$ cat config.mk
export PLATFORM = sky130hd
export DESIGN_NAME = xy_backlash_compensator_core
export DESIGN_NICKNAME = d
export VERILOG_FILES = /design/src/sv/bc_pkg.sv /design/src/sv/bc_axis_lane.sv /design/src/sv/bc_merge.sv /design/src/sv/bc_out_queue.sv /design/src/sv/xy_backlash_compensator_core.sv
export SDC_FILE = /design/constraint.sdc
export NUM_CORES = 1
export LEC_CHECK = 0
export ABC_AREA = 1
export BUFFER_PORTS_ARGS = -buffer_cell sky130_fd_sc_hd__buf_2
export CAP_MARGIN = 20
export CORE_ASPECT_RATIO = 1.25
export CORE_MARGIN = 4
export CORE_UTILIZATION = 25
export DETAILED_ROUTE_END_ITERATION = 12
export PLACE_DENSITY = 0.45
export SLEW_MARGIN = 20
export SYNTH_ARGS = -nofsm -noshare
export SYNTH_HDL_FRONTEND = slang
export SYNTH_SLANG_ARGS = --single-unit
$ cat constraint.sdc
create_clock -name clk -period 9 [get_ports clk]
set_clock_uncertainty 0.05 [all_clocks]
set_input_delay 1.35 -clock clk [delete_from_list [all_inputs] [get_ports clk]]
set_output_delay 1.35 -clock clk [all_outputs]
set_load 0.01 [all_outputs]
$ cat src/sv/bc_pkg.sv
package bc_pkg;

  // Command kinds carried by each request.
  typedef enum logic [1:0] {
    KIND_ABS   = 2'd0,
    KIND_REL   = 2'd1,
    KIND_MOVE  = 2'd2,
    KIND_OTHER = 2'd3
  } kind_t;

  // Configuration register indexes.
  typedef enum logic [1:0] {
    CFG_X_OFF = 2'd0,
    CFG_Y_OFF = 2'd1,
    CFG_RSV2  = 2'd2,
    CFG_RSV3  = 2'd3
  } cfg_idx_t;

  localparam int OFF_W   = 11;
  localparam int TGT_W   = 23;
  localparam int POS_W   = 24;
  localparam int QDEPTH  = 4;
  localparam int QCNT_W  = 3;

  localparam logic [OFF_W-1:0] MAX_OFFSET = 11'd2000;

  // What one axis lane hands to the merging stage.
  typedef struct packed {
    logic signed [POS_W-1:0] new_pos;
    logic                    new_flag;
    logic                    flip;
    logic signed [POS_W-1:0] travel_pos;
  } lane_res_t;

  // One result request.
  typedef struct packed {
    logic                    pass_through;
    logic                    is_travel;
    logic                    has_x;
    logic                    has_y;
    logic signed [POS_W-1:0] x;
    logic signed [POS_W-1:0] y;
    logic                    last;
  } res_t;

endpackage

$ cat src/sv/bc_axis_lane.sv
module bc_axis_lane
  import bc_pkg::*;
(
  input  logic                    present,
  input  logic signed [TGT_W-1:0] target,
  input  logic        [OFF_W-1:0] offset,
  input  logic signed [POS_W-1:0] pos,
  input  logic                    flag,
  output lane_res_t               res
);

  logic signed [POS_W:0]   t_ext;
  logic signed [POS_W:0]   p_ext;
  logic signed [POS_W:0]   o_ext;
  logic signed [POS_W:0]   sum;
  logic signed [POS_W:0]   trav;
  logic signed [POS_W-1:0] t_pos;

  // Compare and add at one bit above the position width so nothing wraps.
  always_comb begin
    t_ext = {{(POS_W+1-TGT_W){target[TGT_W-1]}}, target};
    p_ext = {pos[POS_W-1], pos};
    o_ext = {{(POS_W+1-OFF_W){1'b0}}, offset};
    sum   = t_ext + o_ext;
    t_pos = t_ext[POS_W-1:0];
    trav  = flag ? (p_ext - o_ext) : (p_ext + o_ext);
  end

  // Direction decision for this axis.
  always_comb begin
    res.new_pos    = pos;
    res.new_flag   = flag;
    res.flip       = 1'b0;
    res.travel_pos = pos;
    if (present) begin
      if (offset == '0) begin
        res.new_pos  = t_pos;
        res.new_flag = 1'b0;
      end else if (flag) begin
        if (sum >= p_ext) begin
          res.new_pos  = sum[POS_W-1:0];
          res.new_flag = 1'b1;
        end else begin
          res.new_pos  = t_pos;
          res.new_flag = 1'b0;
          res.flip     = 1'b1;
        end
      end else if (t_ext > p_ext) begin
        res.new_pos  = sum[POS_W-1:0];
        res.new_flag = 1'b1;
        res.flip     = 1'b1;
      end else begin
        res.new_pos  = t_pos;
        res.new_flag = 1'b0;
      end
      if (res.flip) begin
        res.travel_pos = trav[POS_W-1:0];
      end
    end
  end

endmodule

$ cat src/sv/bc_merge.sv
module bc_merge
  import bc_pkg::*;
(
  input  logic       move,
  input  logic       has_x,
  input  logic       has_y,
  input  logic       extruding,
  input  lane_res_t  lane_x,
  input  lane_res_t  lane_y,
  output res_t       res0,
  output res_t       res1,
  output logic [1:0] n_res
);

  res_t pass_res;
  res_t trav_res;
  res_t fin_res;
  logic need_travel;

  // Build the candidate results from what both lanes found.
  always_comb begin
    pass_res              = '0;
    pass_res.pass_through = 1'b1;
    pass_res.last         = 1'b1;

    trav_res              = '0;
    trav_res.is_travel    = 1'b1;
    trav_res.has_x        = has_x;
    trav_res.has_y        = has_y;
    trav_res.x            = has_x ? lane_x.travel_pos : '0;
    trav_res.y            = has_y ? lane_y.travel_pos : '0;

    fin_res               = '0;
    fin_res.has_x         = has_x;
    fin_res.has_y         = has_y;
    fin_res.x             = has_x ? lane_x.new_pos : '0;
    fin_res.y             = has_y ? lane_y.new_pos : '0;
    fin_res.last          = 1'b1;

    need_travel = (lane_x.flip | lane_y.flip) & extruding;
  end

  // Select which results go out and how many.
  always_comb begin
    res0  = pass_res;
    res1  = fin_res;
    n_res = 2'd1;
    if (move) begin
      if (need_travel) begin
        res0  = trav_res;
        n_res = 2'd2;
      end else begin
        res0 = fin_res;
      end
    end
  end

endmodule

$ cat src/sv/bc_out_queue.sv
module bc_out_queue
  import bc_pkg::*;
(
  input  logic       clk,
  input  logic       rst_n,
  input  logic [1:0] push_n,
  input  res_t       push0,
  input  res_t       push1,
  output logic       space,
  output logic       out_valid,
  input  logic       out_ready,
  output res_t       head
);

  res_t              q_r   [QDEPTH];
  res_t              q_nxt [QDEPTH];
  logic [QCNT_W-1:0] cnt_r;
  logic [QCNT_W-1:0] cnt_nxt;
  logic [QCNT_W-1:0] cnt_pop;
  logic              pop;

  assign out_valid = (cnt_r != '0);
  assign head      = q_r[0];
  assign space     = (cnt_r <= QCNT_W'(QDEPTH - 2));
  assign pop       = out_valid & out_ready;

  // Shift out the head on a pop, then append up to two new results.
  always_comb begin
    cnt_pop = cnt_r - {{(QCNT_W-1){1'b0}}, pop};
    for (int i = 0; i < QDEPTH - 1; i++) begin
      q_nxt[i] = pop ? q_r[i+1] : q_r[i];
    end
    q_nxt[QDEPTH-1] = q_r[QDEPTH-1];
    for (int i = 0; i < QDEPTH; i++) begin
      if (push_n != 2'd0 && QCNT_W'(i) == cnt_pop) begin
        q_nxt[i] = push0;
      end else if (push_n == 2'd2 && QCNT_W'(i) == cnt_pop + 1'b1) begin
        q_nxt[i] = push1;
      end
    end
    cnt_nxt = cnt_pop + {{(QCNT_W-2){1'b0}}, push_n};
  end

  always_ff @(posedge clk) begin
    if (!rst_n) begin
      cnt_r <= '0;
    end else begin
      cnt_r <= cnt_nxt;
    end
  end

  always_ff @(posedge clk) begin
    for (int i = 0; i < QDEPTH; i++) begin
      q_r[i] <= q_nxt[i];
    end
  end

`ifndef SYNTHESIS
  a_cnt_bound: assert property (@(posedge clk) disable iff (!rst_n)
    cnt_r <= QCNT_W'(QDEPTH))
    else $error("result queue holds more entries than it has");

  a_push_room: assert property (@(posedge clk) disable iff (!rst_n)
    push_n != 2'd0 |-> space)
    else $error("result pushed without room in the queue");
`endif

endmodule

$ cat src/sv/xy_backlash_compensator_core.sv
// A result is registered in the result queue when its request is accepted and leaves from the queue head.
// Throughput: one request per cycle while the result queue has room for two more results.
// A move that needs an inserted travel move yields two results, which drain one per cycle
// while out_ready is high, through the single output port of a four-entry result queue.
// Reset (rst_n, synchronous, active low) clears offsets, mode flags, positions,
// compensation flags and the queue.
module xy_backlash_compensator_core
  import bc_pkg::*;
(
  input  logic                    clk,
  input  logic                    rst_n,
  input  logic                    cfg_valid,
  output logic                    cfg_ready,
  input  logic [1:0]              cfg_index,
  input  logic [OFF_W-1:0]        cfg_data,
  input  logic                    in_valid,
  output logic                    in_ready,
  input  logic [1:0]              in_kind,
  input  logic                    in_has_x,
  input  logic                    in_has_y,
  input  logic signed [TGT_W-1:0] in_x_target,
  input  logic signed [TGT_W-1:0] in_y_target,
  input  logic                    in_extruding,
  output logic                    out_valid,
  input  logic                    out_ready,
  output logic                    out_pass_through,
  output logic                    out_is_travel,
  output logic                    out_has_x,
  output logic                    out_has_y,
  output logic signed [POS_W-1:0] out_x,
  output logic signed [POS_W-1:0] out_y,
  output logic                    out_last
);

  logic [OFF_W-1:0]        x_off_r, y_off_r;
  logic [OFF_W-1:0]        cfg_sat;
  logic                    abs_seen_r, abs_seen_nxt;
  logic                    rel_r, rel_nxt;
  logic signed [POS_W-1:0] pos_x_r, pos_x_nxt;
  logic signed [POS_W-1:0] pos_y_r, pos_y_nxt;
  logic                    flag_x_r, flag_x_nxt;
  logic                    flag_y_r, flag_y_nxt;
  logic                    acc;
  logic                    move;
  lane_res_t               lane_x, lane_y;
  res_t                    res0, res1, head;
  logic [1:0]              n_res;
  logic [1:0]              push_n;
  logic                    space;

  assign cfg_ready = 1'b1;
  assign in_ready  = space;
  assign acc       = in_valid & in_ready;
  assign cfg_sat   = (cfg_data > MAX_OFFSET) ? MAX_OFFSET : cfg_data;

  // Offsets are saturated as they are written.
  always_ff @(posedge clk) begin
    if (!rst_n) begin
      x_off_r <= '0;
      y_off_r <= '0;
    end else if (cfg_valid && cfg_ready) begin
      case (cfg_idx_t'(cfg_index))
        CFG_X_OFF: x_off_r <= cfg_sat;
        CFG_Y_OFF: y_off_r <= cfg_sat;
        default: ;
      endcase
    end
  end

  // A move is compensated only in absolute mode once absolute mode has been seen.
  assign move = (kind_t'(in_kind) == KIND_MOVE) && abs_seen_r && !rel_r &&
                (in_has_x || in_has_y);

  bc_axis_lane u_lane_x (
    .present (in_has_x),
    .target  (in_x_target),
    .offset  (x_off_r),
    .pos     (pos_x_r),
    .flag    (flag_x_r),
    .res     (lane_x)
  );

  bc_axis_lane u_lane_y (
    .present (in_has_y),
    .target  (in_y_target),
    .offset  (y_off_r),
    .pos     (pos_y_r),
    .flag    (flag_y_r),
    .res     (lane_y)
  );

  bc_merge u_merge (
    .move      (move),
    .has_x     (in_has_x),
    .has_y     (in_has_y),
    .extruding (in_extruding),
    .lane_x    (lane_x),
    .lane_y    (lane_y),
    .res0      (res0),
    .res1      (res1),
    .n_res     (n_res)
  );

  // Mode flags and axis state advance with each accepted request.
  always_comb begin
    abs_seen_nxt = abs_seen_r;
    rel_nxt      = rel_r;
    pos_x_nxt    = pos_x_r;
    pos_y_nxt    = pos_y_r;
    flag_x_nxt   = flag_x_r;
    flag_y_nxt   = flag_y_r;
    if (acc) begin
      case (kind_t'(in_kind))
        KIND_ABS: begin
          abs_seen_nxt = 1'b1;
          rel_nxt      = 1'b0;
        end
        KIND_REL: rel_nxt = 1'b1;
        default: ;
      endcase
      if (move) begin
        pos_x_nxt  = lane_x.new_pos;
        pos_y_nxt  = lane_y.new_pos;
        flag_x_nxt = lane_x.new_flag;
        flag_y_nxt = lane_y.new_flag;
      end
    end
  end

  always_ff @(posedge clk) begin
    if (!rst_n) begin
      abs_seen_r <= 1'b0;
      rel_r      <= 1'b0;
      pos_x_r    <= '0;
      pos_y_r    <= '0;
      flag_x_r   <= 1'b0;
      flag_y_r   <= 1'b0;
    end else begin
      abs_seen_r <= abs_seen_nxt;
      rel_r      <= rel_nxt;
      pos_x_r    <= pos_x_nxt;
      pos_y_r    <= pos_y_nxt;
      flag_x_r   <= flag_x_nxt;
      flag_y_r   <= flag_y_nxt;
    end
  end

  assign push_n = acc ? n_res : 2'd0;

  bc_out_queue u_queue (
    .clk       (clk),
    .rst_n     (rst_n),
    .push_n    (push_n),
    .push0     (res0),
    .push1     (res1),
    .space     (space),
    .out_valid (out_valid),
    .out_ready (out_ready),
    .head      (head)
  );

  assign out_pass_through = head.pass_through;
  assign out_is_travel    = head.is_travel;
  assign out_has_x        = head.has_x;
  assign out_has_y        = head.has_y;
  assign out_x            = head.x;
  assign out_y            = head.y;
  assign out_last         = head.last;

`ifndef SYNTHESIS
  a_travel_not_last: assert property (@(posedge clk) disable iff (!rst_n)
    out_valid && out_is_travel |-> !out_last && !out_pass_through)
    else $error("inserted travel move marked as last or pass-through");

  a_abs_mode: assert property (@(posedge clk) disable iff (!rst_n)
    acc && kind_t'(in_kind) == KIND_ABS |=> abs_seen_r && !rel_r)
    else $error("absolute-mode command did not set the mode flags");

  a_off_sat: assert property (@(posedge clk) disable iff (!rst_n)
    x_off_r <= MAX_OFFSET && y_off_r <= MAX_OFFSET)
    else $error("backlash offset above its saturation limit");
`endif

endmodule

### Word-level counts from Yosys, hierarchy flattened

Memory sizes are Yosys's and may differ from the RTL's.
Cells that the tools add are included.

* bits in registers: 77
* bits in writable memories: 212
* input port bits: 69
* output and inout port bits: 56
* logic and storage cells: 112
* memories: 1

* add/sub/neg operators: 9
* order comparisons: 6
* eq/ne operators: 10
* mux-type cells: 44
* bitwise logic cells: 4
* reduce and logical (&&, ||, !) cells: 29

Memories
* u_queue.q_r: depth 4, bits a word 53, rd ports 4, clocked after memory_dff 0, write ports 4, RTL line bc_out_queue.sv:15 `res_t q_r [QDEPTH];`

Operators by type and width (number)
* $mux 53: 12
* $mux 24: 8
* $mux 25: 6
* $mux 50: 2
* $mux 26: 2
* $mux 52: 1
* $add 23x12->24: 2
* $add 24x12->24: 2
* $ge 24x24->1: 2
* $gt 23x24->1: 2
* $sub 24x12->24: 2
* $logic_not 11->1: 2
* $eq 2x3->1 const A: 4
* $gt 11x11->1 const B: 1
* $logic_and 1x1->1: 11
* $mux 11: 1
* $reduce_and 2->1: 5
* $mux 1: 8
* $eq 1x3->1 const A: 2
* $logic_not 3->1: 2
* $mux 2: 3
* $reduce_and 3->1: 2
* $eq 2x1->1 const B: 2
* $eq 2x2->1 const B: 2
* 12 further kinds: 16

### Longest topological paths before layout

Gate-level depths: netlist (run 1).

* depth in word-level cells: 17
* mapped depth: 37
* mapped depth without buffers: 36

### Cells and area by module

A second synthesis (run 1) with hierarchy kept.

* cells, all modules: 4146
* area total of the unflattened synthesis: 26470.4 um2

By module, submodules not included
* bc_out_queue: instances 1, cells an instance 1469, area an instance 11662.4 um2, seq. area each 6426.2 um2
* bc_axis_lane at u_lane_x: instances 1, cells an instance 931, area an instance 5181.2 um2, seq. area each 0.0 um2
* bc_axis_lane at u_lane_y: instances 1, cells an instance 915, area an instance 4916.0 um2, seq. area each 0.0 um2
* xy_backlash_compensator_core: instances 1, cells an instance 404, area an instance 3035.4 um2, seq. area each 1481.4 um2
* bc_merge: instances 1, cells an instance 427, area an instance 1675.4 um2, seq. area each 0.0 um2

### Worst setup path before layout (run 1)

OpenSTA, ideal clock, no wires.

* kind: input port to flip-flop
* from: in in_x_target[0]
* to: mem u_queue.q_r[3][0] (netlist name), enable pin
* library setup time: 0.537 ns
* data arrival time: 8.203 ns
* required time: 8.413 ns
* setup slack: 0.210 ns
* cell stages on the path: 26
* buffers on the path: 0
* path through: ha_1 -> inv_1 -> fa_1 -> o21ai_0 -> nand2_1 -> nand2_1 -> nand2_1 -> nand2_1 -> nand2_1 -> nand2_1 -> and2_1 -> inv_1 -> ha_1 -> nand2_1 -> inv_1 -> nand2_1 -> a21oi_1 -> nor2_1 -> nand3_1 -> nand2_1 -> nand3_4 -> nand2_4 -> nand4_4 -> nand2_2 -> nand3_1 -> o21ai_0

RTL lines
* start, declared: RTL line xy_backlash_compensator_core.sv:21 `input logic signed [TGT_W-1:0] in_x_target,`
* end, declared: RTL line bc_out_queue.sv:15

==> summary.txt, run 1 <==
Layout
  • Multi-input gate area: about 0.015 mm^2
  • Share of cells above drive strength 1: 0.0709
  • FILL cells: 10800
  • Final Util: 0.284
  • Fin nets: 3985
  • Reg area: between 0.007 and 0.008 mm^2
  • Area Overhead vs Synth: 12.2%

Timing
  • Fin crit share: 0.734
  • Setup slack after layout: 2.40 ns
  • Setup TNS: 0 ns
  • Slew @ Worst Pin: 1.06 ns
  • Setup violators final: 0
  • Unrepaired setup endpoints after global routing: no
  • Max Slew Vio Count: 0
  • Worst slew margin: 0.291
  • Final min period: 6.60 ns
  • Fin. Hold Viols: 0
  • Peak Freq: 0.151 GHz

Worst setup path
  • Largest delay share family, worst path: simple AND/OR/NAND/NOR gates
  • CP Launch Type: primary input
  • WP data required: 9.25 ns
  • CP Class: primary input to flop
  • Worst EP arrival: 6.85 ns
  • Slowest CP cell: buf_4
  • Crit-path most repeated cell: nand2_1
  • Worst setup EP type: flop
  • CP bufs+invs: 7
  • Crit-path max cell delay: 0.52 ns
  • Crit path max fanout: between 50 and 60

Clocking
  • Setup bufs post-CTS: 0
  • H-tree depth: 2
  • Hold buffers post-CTS: 0
  • Clk_lat worst skew: 0.57 ns
  • Clock-pin transition on the worst setup and hold timing paths: 0.07 ns
  • Clock Sinks: approximately 290
  • Resized Gates After CTS: 0
  • CTS Root Cell: clkbuf_16
  • Total clock buffers created by CTS: 35
  • CTS tree: built
  • Clock buffer depth: 3

Detailed routing
  • Final wirelength: ~93 mm
  • DRC: 0
  • ANT nets after route: 0
  • Initial DRC count: 1607
  • WL/cell: 18.4 um
  • Avg Vias per Cell: 4.79
  • Initial DRT Pass Iterations: 5
  • DR vias: 24300

Global routing
  • Largest net degree at the start of global routing: between 100 and 150
  • GR Util All Layers: 0.176
  • Initial antenna violation count: 8
  • First-pass GRT wire length: 144 mm
  • Grt ovf: 0
  • Vias in the first global route: 23400

Pwr
  • Worst VDD drop: 0.000108 V
  • Leakage power: around 0.014 uW
  • Power per Cell Area: 216 mW/mm^2

Logic synthesis
  • Post-synth ARST share: 0
  • Number of library cell types mapped by synthesis: 55
  • Mean Syn Cell Area: roughly 6.7 um^2
  • Post-synthesis instance area: 0.0248 mm^2
  • Biggest area consumer among synthesized cells: edfxtp_1
  • Largest cells by area after synthesis: edfxtp_1 26%, nand2_1 19%, nand3_1 8.9%
  • Ys flop type: edfxtp_1
  • Post-Synthesis Net Count: 3960
  • Yosys top cell area share: 0.257
  • #FFs+latches synth: 289
  • EDFF count, synth: roughly 210
  • Cells after Synth: 3716
  • Ys Warns: 0
  • Sequential share of the synthesized area: 0.319

Placement
  • Buffers on Ports: 123
  • Dpl ws: 1.75 ns
  • Post-DP HPWL: 71.2 mm
  • Gpl congestion: 0.913

Floorplanning
  • DIE AREA: 0.104 mm^2
  • Starting Density: 0.253
  • Boundary Pins: 125
  • Placeable Area: 0.0979 mm^2
  • Die Wd: roughly 290 um
  • Std-Cell Rows: 128
  • Die H: around 360 um

Outcome
  • Status: finished clean

Job
  • Max-capacitance violation count: 0

Min path
  • Worst Hold Class: flop to flop
-- area by class of cell --
type / count / area share
Antenna cell: 4 / 0.000360
Multi-Input combinational cell: 2816 / 0.522
Clock inverter: 15 / 0.00617
Inverter: 437 / 0.0593
Sequential cell: 289 / 0.285
Tap cell: 1300 / 0.0585
Timing Repair Buffer: 162 / 0.0333
Clock buffer: 49 / 0.0357
-- synth_stat cells, drive strengths merged (2+ instances only) --
master / number
o221ai: 21
nand4: 83
edfxtp: 212
a21o: 11
a31oi: 2
nor4: 7
o21bai: 5
a21oi: 157
o31ai: 3
o21a: 4
inv: 431
buf: 63
nor3: 31
a211oi: 16
o211ai: 3
or2: 5
nand3b: 6
dfxtp: 77
nand2: 1265
clkinv: 6
clkbuf: 111
ha: 170
nor2: 220
xor2: 55
fa: 5
nand3: 448
and2: 8
o21ai: 244
a21boi: 7
xnor2: 33
-- path summary, 6_finish.rpt --
check	depth (start not counted)	end	startpoint	slack, ns
worst max-delay path	32	u_queue.q_r[2][4]	in_y_target[0]	2.40
worst min-delay path	1	abs_seen_r	abs_seen_r	0.42
worst max register to register	30	u_queue.q_r[2][4]	x_off_r[0]	2.81
worst min register to register	1	abs_seen_r	abs_seen_r	0.42
-- stage by stage --
stage	hold WS, ns	cells	total power (uW)	cell area, um^2
6_report	0.420	5072	6010	27800
3_3_place_gp	0.405	5003	4570	26600
2_1_floorplan	0.391	3716	3710	24800
5_1_grt	0.448	5068	6460	27800
3_5_place_dp	0.404	5003	4580	26600
4_1_cts	0.420	5067	6100	27800
-- sequential cells by signal, indices dropped and copies added, names as in the netlist, 3 cells and up --
signal / count
pos_x_r: 24
x_off_r: 11
u_queue.q_r: 212
u_queue.cnt_r: 3
pos_y_r: 24
y_off_r: 11
-- kinds of logic (layout without fill, tap and decap cells) --
family / Yosys count / after routing / synth area share
simple gates: 2077 / 2077 / 0.358
buf+inv: 611 / 663 / 0.0962
compound gates: 475 / 475 / 0.105
flops: 289 / 289 / 0.319
fa+ha+maj: 175 / 175 / 0.0900
xor+xnor: 88 / 88 / 0.0311
other cells: 1 / 5 / 0.000151
-- worst reg2reg max path, delay by kind of cell, from the launching register on --
family	cells	cell delay [ns]
buffers and inverters	5	1.14
adder cells (fa/ha/maj)	3	0.89
flip-flops	1	0.45
AO/OA/AOI/OAI	1	0.40
AND/OR/NAND/NOR	21	3.01
-- layout by cell type (no fill, tap or decap), drive strengths merged, types with 14 or more instances in the layout --
cell	n
nor3	31
a211oi	16
nand4	83
a21oi	157
edfxtp	212
nand3	448
inv	434
nor2	220
dfxtp	77
xor2	55
buf	162
clkbuf	49
nand2	1265
ha	170
o221ai	21
o21ai	244
clkinv	14
xnor2	33
-- per-layer routing --
metal / global-route usage / vias to the layer above / wire length (um)
li1: - / 12300 / -
met1: 0.239 / 11300 / 42600
met2: 0.296 / 528 / 44000
met3: 0.0208 / 126 / 4220
met4: 0.0466 / 8 / 2440
met5: 0 / - / 48
-- where the power goes --
part	leakage, uW	internal (uW)	total [uW]	switching (uW)
logic	0.0105	673	2330	1660
registers	0.00263	2050	2190	134
clock network	0.000569	862	1490	628
total	0.0137	3590	6010	2420
Power figures use the tool's default switching activity.
==> run 2: changes to the inputs <==
Clock period 9 ns to 5.8 ns, I/O delays scaled along.
==> summary.txt, run 2 (synthesis results as in run 1) <==
Placement
  • Buffers on Ports: 123
  • Gpl congestion: 0.939
  • Post-DP HPWL: ~73 mm

Pwr
  • Fraction of power spent switching nets: 0.408
  • Leakage power: roughly 0.014 uW
  • Psw: 3870 uW
  • Combinational Power Share: 0.409
  • Clock share of power: 0.232
  • Power per Cell Area: ~330 mW/mm^2
  • Part of the power in registers: 0.359
  • Internal cell power: approximately 5600 uW
  • Worst VDD drop: 0.000173 V

Detailed routing
  • Initial DRC count: ~1700
  • DR vias: 24700
  • ANT nets after route: 0
  • WL/cell: 18.9 um
  • Avg Vias per Cell: 4.79
  • Final wirelength: a little under 100 mm
  • DRC: 0
  • Initial DRT Pass Iterations: 6

Global routing
  • GR Util All Layers: 0.182
  • Largest net degree at the start of global routing: slightly below 100
  • Initial antenna violation count: 13
  • First-pass GRT wire length: 148 mm
  • Grt ovf: 0
  • Vias in the first global route: 23700

Clocking
  • Clk_lat worst skew: around 0.57 ns
  • CTS tree: built
  • CTS Root Cell: clkbuf_16
  • Clock Sinks: 289
  • Clock buffer depth: 3
  • Clock-pin transition on the worst setup and hold timing paths: ~0.060 ns
  • Total clock buffers created by CTS: 36
  • H-tree depth: 2
  • Setup bufs post-CTS: 0
  • Hold buffers post-CTS: 0
  • Resized Gates After CTS: 0

Worst setup path
  • Largest delay share family, worst path: simple AND/OR/NAND/NOR gates
  • Slowest CP cell: dfxtp_1
  • Critical R2R Capture: u_queue.q_r[3][13]
  • CP Class: flop to flop
  • CP Launch Type: flop
  • Crit path max fanout: 7
  • Worst reg-to-reg setup slack: 0.59 ns
  • Crit-path most repeated cell: nand2_1
  • Worst EP arrival: roughly 5.5 ns
  • CP bufs+invs: 4
  • Crit-path max cell delay: slightly below 0.5 ns
  • WP data required: 6.06 ns
  • Worst setup EP type: flop
  • Worst R2R Start: y_off_r[0]
  • R2R depth: 29

Min path
  • Worst Hold Class: flop to flop
  • Hold Path Stages: 1
  • Hold endpoint: abs_seen_r
  • Worst Hold Launch: abs_seen_r

Floorplanning
  • Placeable Area: 0.0979 mm^2
  • DIE AREA: 0.104 mm^2
  • Die H: 360 um
  • Die Wd: 289 um
  • Boundary Pins: between 100 and 150
  • Starting Density: 0.253
  • Std-Cell Rows: around 130

Outcome
  • Status: finished clean

Layout
  • Flip-flop count of the largest register after layout: 212
  • Reg with most FFs: u_queue.q_r
  • Share of cells above drive strength 1: 0.0906
  • Biggest regs: u_queue.q_r: 212 flops, pos_x_r: 24 flops, pos_y_r: 24 flops
  • Fin nets: just over 4000
  • Area Overhead vs Synth: 15.5%
  • Most frequent cells in the layout: 1249 x nand2_1, 442 x nand3_1, 424 x inv_1
  • Most common cell after layout, fill and taps aside: nand2_1

Timing
  • Setup violators final: 0
  • Worst slew margin: 0.269
  • Hold WS: 0.423 ns
  • Slew @ Worst Pin: 1.10 ns
  • Peak Freq: 0.192 GHz
  • Unrepaired setup endpoints after global routing: no
  • Setup TNS: 0 ns
  • Max Slew Vio Count: 0
  • Fin crit share: 0.898
  • Final min period: 5.21 ns
  • Fin. Hold Viols: 0

Job
  • Max-capacitance violation count: 0
run 2: final cells by class:
| type | instances | area [um^2] |
|---|---|---|
| Clock buffer | 48 | 996 |
| Clock inverter | 16 | 101 |
| Inverter | 437 | 1650 |
| Sequential cell | 289 | 7910 |
| Tap cell | 1300 | 1630 |
| Antenna cell | 7 | 17.5 |
| Timing Repair Buffer | 244 | 1780 |
| Multi-Input combinational cell | 2816 | 14500 |
| Fill cell | 10800 | 69300 |
run 2: power groups by stage:
stage / clock, uW / combinational, uW / sequential [uW]
6_report: 2200 / 3880 / 3400
3_5_place_dp: 0 / 3910 / 3460
5_1_grt: 2330 / 4360 / 3470
2_1_floorplan: 0 / 2260 / 3480
3_3_place_gp: 0 / 3900 / 3460
4_1_cts: 2270 / 3930 / 3420
run 2: worst max-delay path by stage:
stage / start / end / cells after the start
CTS: y_off_r[0] / u_queue.q_r[1][10] / 30
detailed placement: in_y_target[0] / u_queue.q_r[1][10] / 31
finish: y_off_r[0] / u_queue.q_r[3][13] / 29
floorplan: in_x_target[0] / u_queue.q_r[2][0] / 28
global route: y_off_r[0] / u_queue.q_r[2][10] / 30
global placement: in_y_target[0] / u_queue.q_r[1][10] / 31
run 2: layer usage:
layer | track usage | routed length (um) | part of all wire
met4 | 0.0439 | 2060 | 0.021
met1 | 0.240 | 42700 | 0.44
met3 | 0.0277 | 5200 | 0.053
met5 | 0 | 72 | 0.00074
met2 | 0.313 | 47400 | 0.49
run 2: through the flow:
stage / instance area, um^2 / std cells / total power [uW] / worst slack, ns / utilization
final: 28600 / 5157 / 9480 / 0.590 / 0.292
after global routing: 28600 / 5151 / 10200 / 0.0761 / 0.292
after CTS: 28500 / 5149 / 9610 / 0.572 / 0.292
after detailed placement: 27400 / 5085 / 7370 / 0.0442 / 0.280
after global placement: 27400 / 5085 / 7360 / 0.0567 / 0.280
after floorplan: 24800 / 3716 / 5750 / 0.00618 / -
